### config.mk
export PLATFORM = sky130hd
export DESIGN_NAME = calendar_date_adder
export DESIGN_NICKNAME = d
export VERILOG_FILES = /design/src/hw/rtl/cda_pkg.sv /design/src/hw/rtl/cda_month_len.sv /design/src/hw/rtl/cda_div12.sv /design/src/hw/rtl/calendar_date_adder.sv
export SDC_FILE = /design/constraint.sdc
export NUM_CORES = 1
export LEC_CHECK = 0
export BUFFER_PORTS_ARGS = -buffer_cell sky130_fd_sc_hd__buf_2
export CORE_ASPECT_RATIO = 0.6
export CORE_UTILIZATION = 50
export DETAILED_ROUTE_END_ITERATION = 6
export PLACE_DENSITY = 0.67
export SYNTH_ARGS = -nofsm -noshare
export SYNTH_HDL_FRONTEND = slang
export SYNTH_HIERARCHICAL = 1
export SYNTH_SLANG_ARGS = --single-unit
### constraint.sdc
create_clock -name clk_i -period 5.4 [get_ports clk_i]
set_input_delay 0.81 -clock clk_i [delete_from_list [all_inputs] [get_ports clk_i]]
set_output_delay 0.81 -clock clk_i [all_outputs]
set_load 0.02 [all_outputs]
### src/hw/rtl/cda_pkg.sv
// shared widths, command codes and calendar constants for the date adder
package cda_pkg;

  // field widths
  localparam int unsigned YEAR_W    = 16;
  localparam int unsigned MONTH_W   = 4;
  localparam int unsigned DAY_W     = 5;
  localparam int unsigned AMT_W     = 16;
  localparam int unsigned DAY_ACC_W = 17;

  // amount limit and year ceiling
  localparam int unsigned MAX_AMOUNT = 65535;
  localparam int unsigned YEAR_MAX   = 65535;

  // month carry divider
  localparam int unsigned MONTHS_PER_YEAR = 12;
  localparam int unsigned DIV_W           = AMT_W + 1;
  localparam int unsigned REM_W           = MONTH_W;

  // divide by three through the reciprocal (2^17 + 1) / 3, after a shift by two
  localparam int unsigned DIV3_RECIP_W = 16;
  localparam int unsigned DIV3_PROD_W  = 32;
  localparam int unsigned DIV3_SHIFT   = 17;
  localparam logic [DIV3_RECIP_W-1:0] DIV3_RECIP = 16'hAAAB;

  // command codes
  localparam logic [1:0] MODE_SET        = 2'd0;
  localparam logic [1:0] MODE_ADD_DAYS   = 2'd1;
  localparam logic [1:0] MODE_ADD_MONTHS = 2'd2;
  localparam logic [1:0] MODE_ADD_YEARS  = 2'd3;

  // divisibility by 25 through the modular inverse of 25 mod 2^16
  localparam logic [YEAR_W-1:0] LEAP_INV25     = 16'd23593;
  localparam logic [YEAR_W-1:0] LEAP_DIV25_MAX = 16'd2621;

  // month numbers and lengths
  localparam logic [MONTH_W-1:0] MONTH_JAN = 4'd1;
  localparam logic [MONTH_W-1:0] MONTH_FEB = 4'd2;
  localparam logic [MONTH_W-1:0] MONTH_JUL = 4'd7;
  localparam logic [MONTH_W-1:0] MONTH_DEC = 4'd12;

  localparam logic [DAY_W-1:0] LEN_FEB_LEAP = 5'd29;
  localparam logic [DAY_W-1:0] LEN_FEB      = 5'd28;
  localparam logic [DAY_W-1:0] LEN_LONG     = 5'd31;
  localparam logic [DAY_W-1:0] LEN_SHORT    = 5'd30;

endpackage

### src/hw/rtl/cda_month_len.sv
// month length lookup with a registered gregorian leap-year flag
module cda_month_len import cda_pkg::*; (
  input  logic               clk_i,
  input  logic               rst_ni,
  input  logic [YEAR_W-1:0]  year_i,
  input  logic [MONTH_W-1:0] month_i,
  output logic [DAY_W-1:0]   len_o
);

  logic [2*YEAR_W-1:0] prod;
  logic                div25;
  logic                leap_d;
  logic                leap_q;
  logic                is_long;

  // year is a multiple of 25 when its product with the inverse lands low
  assign prod  = year_i * LEAP_INV25;
  assign div25 = (prod[YEAR_W-1:0] <= LEAP_DIV25_MAX);

  // multiple of 4 but not of 100, or multiple of 400
  assign leap_d = ((year_i[1:0] == 2'b00) && !div25) ||
                  ((year_i[3:0] == 4'b0000) && div25);

  // flag is registered, so it follows the year in the next cycle
  always_ff @(posedge clk_i or negedge rst_ni) begin
    if (!rst_ni) begin
      leap_q <= 1'b1;
    end else begin
      leap_q <= leap_d;
    end
  end

  // odd months up to july and even months after it are long
  assign is_long = ((month_i <= MONTH_JUL) && month_i[0]) ||
                   ((month_i > MONTH_JUL) && !month_i[0]);

  always_comb begin
    if (month_i == MONTH_FEB) begin
      len_o = leap_q ? LEN_FEB_LEAP : LEN_FEB;
    end else if (is_long) begin
      len_o = LEN_LONG;
    end else begin
      len_o = LEN_SHORT;
    end
  end

endmodule

### src/hw/rtl/cda_div12.sv
// divider by twelve for the month carry, by shift and reciprocal multiply
module cda_div12 import cda_pkg::*; (
  input  logic               clk_i,
  input  logic               rst_ni,
  input  logic               start_i,
  input  logic [DIV_W-1:0]   dividend_i,
  output logic               done_o,
  output logic [DIV_W-1:0]   quot_o,
  output logic [REM_W-1:0]   rem_o
);

  logic                   busy_q;
  logic                   done_q;
  logic [DIV_W-1:0]       x_q;
  logic [DIV_W-3:0]       quarter;
  logic [DIV3_PROD_W-1:0] prod;
  logic [DIV_W-3:0]       quot_d;
  logic [DIV_W-3:0]       quot_q;

  // x / 12 is (x / 4) / 3, the second step by reciprocal multiply
  assign quarter = x_q[DIV_W-1:2];
  assign prod    = DIV3_PROD_W'(quarter) * DIV3_PROD_W'(DIV3_RECIP);
  assign quot_d  = prod[DIV3_SHIFT +: (DIV_W-2)];

  // capture, multiply, then done pulse
  always_ff @(posedge clk_i or negedge rst_ni) begin
    if (!rst_ni) begin
      busy_q <= 1'b0;
      done_q <= 1'b0;
    end else begin
      busy_q <= start_i;
      done_q <= busy_q;
    end
  end

  // dividend held until the next start, quotient registered
  always_ff @(posedge clk_i) begin
    if (start_i) begin
      x_q <= dividend_i;
    end
    if (busy_q) begin
      quot_q <= quot_d;
    end
  end

  // remainder below twelve, so the low four bits of x - 8q - 4q are enough
  assign done_o = done_q;
  assign quot_o = DIV_W'(quot_q);
  assign rem_o  = x_q[REM_W-1:0] - {quot_q[0], 3'b000} - {quot_q[1:0], 2'b00};

endmodule

### src/hw/rtl/calendar_date_adder.sv
// gregorian date register with set, add-days, add-months and add-years commands
// set and add-years go from accept through ST_FIN to out_valid_o; add-months goes
//   through ST_MSUM, and ST_DIV when the month count passes twelve (two-step divider by twelve)
// add-days: ST_CARRY and ST_SETTLE, then ST_WALK with one month per step, then ST_FIN
// one transaction in flight; in_stall_o is low only while idle, output is registered
// reset: date goes to year 0, month 1, day 1, no result pending
module calendar_date_adder import cda_pkg::*; (
  input  logic               clk_i,
  input  logic               rst_ni,
  input  logic               in_valid_i,
  output logic               in_stall_o,
  input  logic [1:0]         mode_i,
  input  logic [YEAR_W-1:0]  new_year_i,
  input  logic [MONTH_W-1:0] new_month_i,
  input  logic [DAY_W-1:0]   new_day_i,
  input  logic [AMT_W-1:0]   amount_i,
  output logic               out_valid_o,
  input  logic               out_stall_i,
  output logic [YEAR_W-1:0]  year_out_o,
  output logic [MONTH_W-1:0] month_out_o,
  output logic [DAY_W-1:0]   day_out_o
);

  localparam logic [2:0] ST_IDLE   = 3'd0;
  localparam logic [2:0] ST_CARRY  = 3'd1;
  localparam logic [2:0] ST_SETTLE = 3'd2;
  localparam logic [2:0] ST_WALK   = 3'd3;
  localparam logic [2:0] ST_MSUM   = 3'd4;
  localparam logic [2:0] ST_DIV    = 3'd5;
  localparam logic [2:0] ST_FIN    = 3'd6;

  logic [2:0]           state_q, state_d;
  logic [YEAR_W-1:0]    year_q, year_d;
  logic [MONTH_W-1:0]   month_q, month_d;
  logic [DAY_ACC_W-1:0] day_q, day_d;
  logic [DIV_W-1:0]     msum_q, msum_d;
  logic                 out_valid_q, out_valid_d;
  logic [YEAR_W-1:0]    year_out_q, year_out_d;
  logic [MONTH_W-1:0]   month_out_q, month_out_d;
  logic [DAY_W-1:0]     day_out_q, day_out_d;
  logic [AMT_W-1:0]     amt_c;
  logic [DAY_W-1:0]     len;
  logic                 day_gt;
  logic                 div_start;
  logic                 div_done;
  logic [DIV_W-1:0]     div_quot;
  logic [REM_W-1:0]     div_rem;

  // year plus increment, held at the ceiling
  function automatic logic [YEAR_W-1:0] sat_year(input logic [YEAR_W-1:0] y,
                                                 input logic [DIV_W-1:0]  inc);
    logic [DIV_W:0] sum;
    sum = (DIV_W+1)'(y) + (DIV_W+1)'(inc);
    return (sum > (DIV_W+1)'(YEAR_MAX)) ? YEAR_W'(YEAR_MAX) : sum[YEAR_W-1:0];
  endfunction

  // amount limit
  assign amt_c = (32'(amount_i) > 32'(MAX_AMOUNT)) ? AMT_W'(MAX_AMOUNT) : amount_i;

  // length of the current month
  cda_month_len u_month_len (
    .clk_i   (clk_i),
    .rst_ni  (rst_ni),
    .year_i  (year_q),
    .month_i (month_q),
    .len_o   (len)
  );

  assign day_gt = (day_q > DAY_ACC_W'(len));

  // month carry divider
  cda_div12 u_div12 (
    .clk_i      (clk_i),
    .rst_ni     (rst_ni),
    .start_i    (div_start),
    .dividend_i (msum_q - DIV_W'(1)),
    .done_o     (div_done),
    .quot_o     (div_quot),
    .rem_o      (div_rem)
  );

  // sequencer
  always_comb begin
    state_d     = state_q;
    year_d      = year_q;
    month_d     = month_q;
    day_d       = day_q;
    msum_d      = msum_q;
    out_valid_d = out_valid_q;
    year_out_d  = year_out_q;
    month_out_d = month_out_q;
    day_out_d   = day_out_q;
    div_start   = 1'b0;

    // result taken downstream
    if (out_valid_q && !out_stall_i) begin
      out_valid_d = 1'b0;
    end

    unique case (state_q)
      ST_IDLE: begin
        if (in_valid_i) begin
          unique case (mode_i)
            MODE_SET: begin
              year_d  = new_year_i;
              month_d = new_month_i;
              day_d   = DAY_ACC_W'(new_day_i);
              state_d = ST_FIN;
            end
            MODE_ADD_DAYS: begin
              day_d   = day_q + DAY_ACC_W'(amt_c);
              state_d = ST_CARRY;
            end
            MODE_ADD_MONTHS: begin
              msum_d  = DIV_W'(month_q) + DIV_W'(amt_c);
              state_d = ST_MSUM;
            end
            MODE_ADD_YEARS: begin
              year_d  = sat_year(year_q, DIV_W'(amt_c));
              state_d = ST_FIN;
            end
          endcase
        end
      end
      // fold a loaded month past december into the year
      ST_CARRY: begin
        if (month_q > MONTH_DEC) begin
          month_d = month_q - MONTH_DEC;
          year_d  = sat_year(year_q, DIV_W'(1));
        end
        state_d = ST_SETTLE;
      end
      // let the leap flag follow the year
      ST_SETTLE: begin
        state_d = ST_WALK;
      end
      // one month per cycle; january needs no leap flag after a year step
      ST_WALK: begin
        if (day_gt) begin
          day_d = day_q - DAY_ACC_W'(len);
          if (month_q == MONTH_DEC) begin
            month_d = MONTH_JAN;
            year_d  = sat_year(year_q, DIV_W'(1));
          end else begin
            month_d = month_q + MONTH_W'(1);
          end
        end else begin
          state_d = ST_FIN;
        end
      end
      ST_MSUM: begin
        if (msum_q > DIV_W'(MONTHS_PER_YEAR)) begin
          div_start = 1'b1;
          state_d   = ST_DIV;
        end else begin
          month_d = msum_q[MONTH_W-1:0];
          state_d = ST_FIN;
        end
      end
      ST_DIV: begin
        if (div_done) begin
          year_d  = sat_year(year_q, div_quot);
          month_d = MONTH_W'(div_rem) + MONTH_W'(1);
          state_d = ST_FIN;
        end
      end
      // hand the date to the output register once it is free
      ST_FIN: begin
        if (!out_valid_q || !out_stall_i) begin
          out_valid_d = 1'b1;
          year_out_d  = year_q;
          month_out_d = month_q;
          day_out_d   = day_q[DAY_W-1:0];
          state_d     = ST_IDLE;
        end
      end
      default: begin
        state_d = ST_IDLE;
      end
    endcase
  end

  // control and date state
  always_ff @(posedge clk_i or negedge rst_ni) begin
    if (!rst_ni) begin
      state_q     <= ST_IDLE;
      out_valid_q <= 1'b0;
      year_q      <= '0;
      month_q     <= MONTH_JAN;
      day_q       <= DAY_ACC_W'(1);
    end else begin
      state_q     <= state_d;
      out_valid_q <= out_valid_d;
      year_q      <= year_d;
      month_q     <= month_d;
      day_q       <= day_d;
    end
  end

  // payload registers
  always_ff @(posedge clk_i) begin
    msum_q      <= msum_d;
    year_out_q  <= year_out_d;
    month_out_q <= month_out_d;
    day_out_q   <= day_out_d;
  end

  assign in_stall_o  = (state_q != ST_IDLE);
  assign out_valid_o = out_valid_q;
  assign year_out_o  = year_out_q;
  assign month_out_o = month_out_q;
  assign day_out_o   = day_out_q;

`ifndef SYNTH
  // month carry is done before the walk starts
  ap_walk_month: assert property (@(posedge clk_i) disable iff (!rst_ni)
    state_q == ST_WALK |-> month_q <= MONTH_DEC)
    else $error("walk entered with month past december");

  // every walk step shrinks the day count
  ap_walk_progress: assert property (@(posedge clk_i) disable iff (!rst_ni)
    state_q == ST_WALK && day_gt |=> day_q < $past(day_q))
    else $error("walk step did not reduce the day count");

  // divider only finishes while the sequencer waits for it
  ap_div_done: assert property (@(posedge clk_i) disable iff (!rst_ni)
    div_done |-> state_q == ST_DIV)
    else $error("divider finished outside the month carry");

  // finished date shows up on the output
  ap_fin_out: assert property (@(posedge clk_i) disable iff (!rst_ni)
    state_q == ST_FIN && (!out_valid_q || !out_stall_i)
    |=> out_valid_o && year_out_o == $past(year_q) && month_out_o == $past(month_q))
    else $error("finished transaction not presented on the output");
`endif

endmodule
==> flow_summary.yaml, run 1 <==
route:
  drc: 0
  avgRoutedWirePerCell_um: 19.3
  wl_mm: 37.6
  drt_iter0_drc: 1029
  top_layer_used: "met4"
  vias_per_cell: 5.85
  vias: 11400
  wl_met2_mm: 15.1
  wl_met3_mm: 3.15
  first_pass_iters: 5
  antenna_left: 0
  met1_length_mm: 18.8
clocking:
  numCtsBuffers: 17
  cts_root_buf: "clkbuf_16"
  cts_tree: "built"
  cts-hold-fix-buffers: 0
  htreeDepth: 4
  cts.sinks: 117
  clk_pin_slew_ns: 0.06
  clk_latency_ns: 0.44
  clockBufferDepth: 2
final_layout:
  nets: 1935
  nFillCells: 2458
  instances_no_fill: 1948
  synthToLayoutAreaGrowth_pct: 10.7
  antenna_cells: 0
  final_layout_size_suffix_gt1_share_pct: 10.6
critical_path:
  cp.required_ns: 5.59
  rrSetupSlack_ns: 0.22
  worstSetupPathType: "reg2reg"
  cp_max_fo: 4
  crit_arrival_ns: 5.38
  crit_path_end_kind: "flip-flop"
  cp-start-kind: "flip-flop"
logic_synthesis:
  async_flop_share_pct: 37.6
  synth_top_area_share_pct: 21.5
  synthFlopType: "edfxtp_1"
  synth_most_common_cell: "ha_1"
  avgSynthCellArea_um2: 9.43
  yosysUniqueCellTypes: 78
  synthTopCellsByCount: "ha_1, inv_1, a21oi_1"
  synthCells: 1483
  netlist_area_um2: 14000
  synth_edf_count: 73
  ys_top_cells_by_area: "ha_1, edfxtp_1, fa_1"
  ys_seq_area_share_pct: 23.6
  synth_seq_cells: 117
  yosys.area.top_type: "ha_1"
  ys_warn_count: 6
place:
  dp_hpwl_mm: 30.2
  port_buffers: 73
  routabilityCongestion: 0.960
  dp.cells: 1913
floorplanning:
  die_y_um: 132
  rows: 47
  core_um2: 27500
  pin_count: 74
  die_x_um: 218
  die_area_um2: 28700
  start_util_pct: 50.8
sta:
  setup_viol: 0
  final-hold-violation-count: 0
  relSlewSlack_pct: 20.2
  finalMaxSlewViolations: 0
  fmax_ghz: 0.193
  fin_crit_sh_pct: 96.0
  worst_pin_slew_ns: 1.20
  post-route-min-period_ns: 5.18
  finClkSkew_ns: 0.00791
global_routing:
  overflow: 0
  grt_usage_pct: 27.1
  grt_pass1_vias: 10800
  grt_start_max_net_pins: 45
  grt_pass1_wl_mm: 59.5
  antenna_found_initial: 0
flow_run:
  maxCapViolCount: 0
min_path:
  min_path_type: "in2async"
status:
  outcome: "finished clean"
-- worst max-delay path: stages (launching register included) --
cell and delay [ns]:
edfxtp_1 0.46, ha_1 0.37, ha_1 0.38, ha_1 0.38, xor2_1 0.19, fa_1 0.49
inv_1 0.05, fa_1 0.50, fa_1 0.41, ha_1 0.34, a21o_1 0.20, a21o_1 0.18
o21ai_1 0.18, a21oi_2 0.11, a41o_1 0.31, a221oi_2 0.28, xnor2_1 0.09
-- state kept, by name, summed over array words and instances, names as in the netlist --
name	count
u_div12/busy_q	1
u_month_len/leap_q	1
day_out_o	5
month_out_o	4
month_q	4
u_div12/quot_q	14
u_div12/x_q	17
day_q	17
year_q	16
msum_q	17
out_valid_o	1
state_q	3
year_out_o	16
u_div12/done_o	1
-- layout by cell type (no fill, tap or decap), drive strengths merged, types with 21 or more instances in the layout --
| cell | n |
|---|---|
| edfxtp | 73 |
| ha | 240 |
| nand3 | 29 |
| nand2b | 21 |
| dfrtp | 41 |
| nor3 | 33 |
| nor2 | 76 |
| xnor2 | 77 |
| xor2 | 46 |
| o21ai | 86 |
| fa | 80 |
| a21o | 29 |
| nand2 | 88 |
| inv | 174 |
| a21oi | 92 |
| buf | 99 |
-- routing by layer --
layer	vias to the layer above	track usage, %
li1	5477	-
met4	0	6.60
met5	-	0
met2	429	36.3
met1	5440	43.0
met3	41	5.95
-- path summary, 6_finish.rpt --
check,startpoint,end,cells past startpoint
max,u_div12/x_q[7]$_DFFE_PP_,u_div12/quot_q[13]$_DFFE_PP_,16
min,rst_ni,year_q[14]$_DFFE_PN0P_,2
max reg2reg,u_div12/x_q[7]$_DFFE_PP_,u_div12/quot_q[13]$_DFFE_PP_,16
min reg2reg,day_q[0]$_DFFE_PN1P_,day_q[0]$_DFFE_PN1P_,2
max in group asynchronous,rst_ni,day_q[15]$_DFFE_PN0P_,2
min in group clk_i,day_q[0]$_DFFE_PN1P_,day_q[0]$_DFFE_PN1P_,2
-- per-stage QoR --
step | TNS (ns) | util [%] | cell area, um2 | hold WS [ns] | setup slack [ns]
global route | -0.00239 | 56.3 | 15500 | 0.517 | -0.00239
CTS | 0 | 56.0 | 15400 | 0.482 | 0.0247
floorplan | 0 | - | 14000 | 0.478 | 0.407
detailed placement | -0.00832 | 53.9 | 14800 | 0.533 | -0.00832
global placement | 0 | 53.9 | 14800 | 0.522 | 0.109
finish | 0 | 56.3 | 15500 | 0.461 | 0.217
-- layout make-up --
cell class	instances	area (um2)	area share [%]
Sequential cell	117	3300	21.3
Timing Repair Buffer	99	561	3.62
Clock inverter	15	144	0.929
Multi-Input combinational cell	1166	9970	64.4
Clock buffer	17	425	2.75
Tap cell	367	459	2.97
Inverter	167	627	4.05
-- cells by family after synthesis --
kind of cell,after synthesis,synth area share [%]
multiplexers,11,0.805
flip-flops,117,23.6
buffers and inverters,204,5.82
XOR/XNOR,123,7.70
other,2,0.0537
AO/OA/AOI/OAI,345,16.1
adder cells (fa/ha/maj),320,32.9
AND/OR/NAND/NOR,361,13.0
-- repair_timing --
item	4_1_cts	5_1_grt
gates resized for setup	1	13
pin swaps	0	0
endpoints found under the setup margin	1	11
buffers inserted	0	3
Power of run 1 is left out: the tool's default activity adds up to more than one toggle a clock period on the data nets, which glitch-free logic cannot reach.
==> run 2: changes to the inputs <==
- SYNTH_HIERARCHICAL: 1 -> not set
==> run 2 against run 1 <==
Net effect:
- the flow now finishes with violations (negative setup slack)
- die area fell by 5.0%
- area after synthesis fell by 5.0%
- non-clock buffer count rose by 26
- count of clock-buffer cells in the layout rose by 1
- sequential share of layout area rose by 0.59 points
- register-to-register slack got worse by 0.27 ns
- synthesized cell count fell by 7.4%
- cell area fell by 2.7%
- largest cell class unchanged
- sequential cell count did not move
- core utilization rose by 2.4 points
- global-route usage rose by 0.57 points
- first-iteration DRC count fell by 11%
==> flow_summary.yaml, run 2 <==
critical_path:
  cp.required_ns: 5.59
  crit_chain: "ha_2, xor2_1, ha_2, or2_4, fa_1, fa_1, inv_2, fa_1, inv_1, fa_1, ha_4, a21oi_2, a21oi_2, a21oi_2, nand3_2, a211oi_4, o211ai_1, buf_4, a31o_4, a21oi_2, xnor2_1"
  max_stage_delay_ns: 0.54
  rrSetupSlack_ns: -0.06
  crit_family: "adder cells"
  cp-start-kind: "flip-flop"
  r2r-end: "u_div12.quot_q[12]$_DFFE_PP_"
  cpMaxStageDelayCell: "fa_1"
  crit_path_end_kind: "flip-flop"
  cp_max_fo: 4
  crit_arrival_ns: 5.64
  critPathBufInv: 3
  reg2reg_depth: 21
  worstSetupPathType: "reg2reg"
  timing.rr.start: "u_div12.x_q[7]$_DFFE_PP_"
flow_run:
  maxCapViolCount: 0
logic_synthesis:
  ys_top_cells_by_area: "ha_1, edfxtp_1, fa_1"
  avgSynthCellArea_um2: 9.68
  yosys.area.top_type: "ha_1"
  netlist_area_um2: 13300
  ys_warn_count: 0
  synth_edf_count: 73
  synth_top_area_share_pct: 22.5
  synthTopCellsByCount: "ha_1, inv_1, a21oi_1"
  async_flop_share_pct: 37.6
  synthFlopType: "edfxtp_1"
  syn_nets: 1738
  synth_seq_cells: 117
  synth_most_common_cell: "ha_1"
  ys_seq_area_share_pct: 24.8
  yosysUniqueCellTypes: 75
  synthCells: 1373
final_layout:
  nFillCells: 2213
  stdcell_area_um2: 15100
  layout_common_cells: "ha_1, inv_1, a21oi_1, nor2_1, fa_1"
  top_regs: "day_q x17, msum_q x17, u_div12.x_q x17"
  synthToLayoutAreaGrowth_pct: 13.4
  regArea_um2: 3300
  final_common_cell: "ha_1"
  nets: 1852
  multi_input_area_um2: 9370
  final_layout_size_suffix_gt1_share_pct: 13.5
sta:
  relSlewSlack_pct: 31.7
  finClkSkew_ns: 0.0118
  rsz0062_at_grt: "yes"
  fin_crit_sh_pct: 101
  finalMaxSlewViolations: 0
  setup_viol: 2
  post-route-min-period_ns: 5.46
  final-hold-violation-count: 0
  fin_hold_ws_ns: 0.493
  worst_pin_slew_ns: 1.02
  setup_slack_ns: -0.0562
  fmax_ghz: 0.183
clocking:
  clk_latency_ns: 0.44
  clk_pin_slew_ns: 0.06
  cts.sinks: 117
  numCtsBuffers: 17
  clockBufferDepth: 2
  cts_tree: "built"
  cts_root_buf: "clkbuf_16"
  htreeDepth: 4
route:
  wl_met2_mm: 14.6
  drc: 0
  avgRoutedWirePerCell_um: 19.6
  vias_per_cell: 5.78
  top_layer_used: "met4"
  vias: 10700
  drt_iter0_drc: 914
  wl_mm: 36.3
  antenna_left: 0
  wl_met3_mm: 3.28
  first_pass_iters: 6
  met1_length_mm: 18.0
place:
  place_area_um2: 14300
  routabilityCongestion: 0.949
  port_buffers: 73
  dp_hpwl_mm: 28.8
floorplanning:
  core_um2: 25700
  start_util_pct: 51.7
  die_y_um: 128
  die_area_um2: 27200
  rows: 45
  die_x_um: 212
  pin_count: 74
global_routing:
  grt_start_max_net_pins: 45
  grt_usage_pct: 27.7
  antenna_found_initial: 1
  grt_pass1_vias: 10500
  grt_pass1_wl_mm: 56.9
  overflow: 0
min_path:
  min_path_type: "in2async"
status:
  violations: "negative setup slack"
  outcome: "finished with violations"
[run 2: cell count changes in the layout (fill, tap and decap cells not counted), sizes merged, moves of 10 or more]
cell    delta
and3      -13
o211ai    -12
nor2      +16
nor3      -10
nand2     -20
buf       +26
a41oi     -10
xnor2     -12
a32oi     +11
o21ai     -23
[run 2: worst reg2reg max path: cells and delay by family, from the launching register on]
kind	cells	cell delay (ns)
adders and majority gates	7	2.70
AOI/OAI and AO/OA	7	1.16
DFF	1	0.48
and+or+nand+nor	2	0.36
buffers and inverters	3	0.29
xor gates and xnor gates	2	0.22
[run 2: how the worst max path moves through the flow]
stage | from | endpoint | depth (start not counted)
floorplan | u_div12.x_q[7]$_DFFE_PP_ | u_div12.quot_q[10]$_DFFE_PP_ | 21
global placement | u_div12.x_q[11]$_DFFE_PP_ | u_div12.quot_q[10]$_DFFE_PP_ | 19
detailed placement | u_div12.x_q[11]$_DFFE_PP_ | u_div12.quot_q[10]$_DFFE_PP_ | 19
CTS | u_div12.x_q[13]$_DFFE_PP_ | u_div12.quot_q[10]$_DFFE_PP_ | 19
global route | u_div12.x_q[7]$_DFFE_PP_ | u_div12.quot_q[12]$_DFFE_PP_ | 21
finish | u_div12.x_q[7]$_DFFE_PP_ | u_div12.quot_q[12]$_DFFE_PP_ | 21
[run 2: final cells by class]
| cell class | instances | area share [%] |
|---|---|---|
| Sequential cell | 117 | 21.9 |
| Multi-Input combinational cell | 1061 | 62.2 |
| Timing Repair Buffer | 125 | 5.02 |
| Inverter | 165 | 4.11 |
| Antenna cell | 1 | 0.0166 |
| Clock buffer | 18 | 2.85 |
| Clock inverter | 14 | 1.01 |
| Tap cell | 352 | 2.92 |
[run 2: repair_timing]
action                                  4_1_cts  5_1_grt
endpoints found under the setup margin        9       12
hold buffers                                  0        0
pin swaps                                    25       22
setup buffers                                 4        5
resized for setup                            14       10
[run 2: cell families (layout without fill, tap and decap cells)]
logic type / after synthesis / in the layout / synth area share [%]
fa+ha+maj: 318 / 318 / 34.4
simple gates: 310 / 310 / 11.6
compound gates: 308 / 308 / 15.1
buf+inv: 195 / 322 / 5.75
xor+xnor: 118 / 118 / 7.78
flops: 117 / 117 / 24.8
mux: 7 / 7 / 0.546
other cells: 0 / 1 / 0
[run 2: per-layer routing]
metal / vias to the layer above / global-route usage [%]
li1: 5141 / -
met3: 39 / 7.03
met5: - / 0
met4: 0 / 6.73
met2: 407 / 38.8
met1: 5115 / 42.0
[run 2: metrics by stage]
step	setup WS (ns)	cells	utilization [%]	setup TNS [ns]
floorplan	0.00849	1373	-	0
global placement	-0.140	1812	55.7	-0.466
detailed placement	-0.257	1812	55.7	-1.36
CTS	-0.169	1847	58.3	-0.453
global route	-0.226	1852	58.7	-1.13
finish	-0.0562	1853	58.7	-0.0581
Power of run 2 is left out for the same reason.
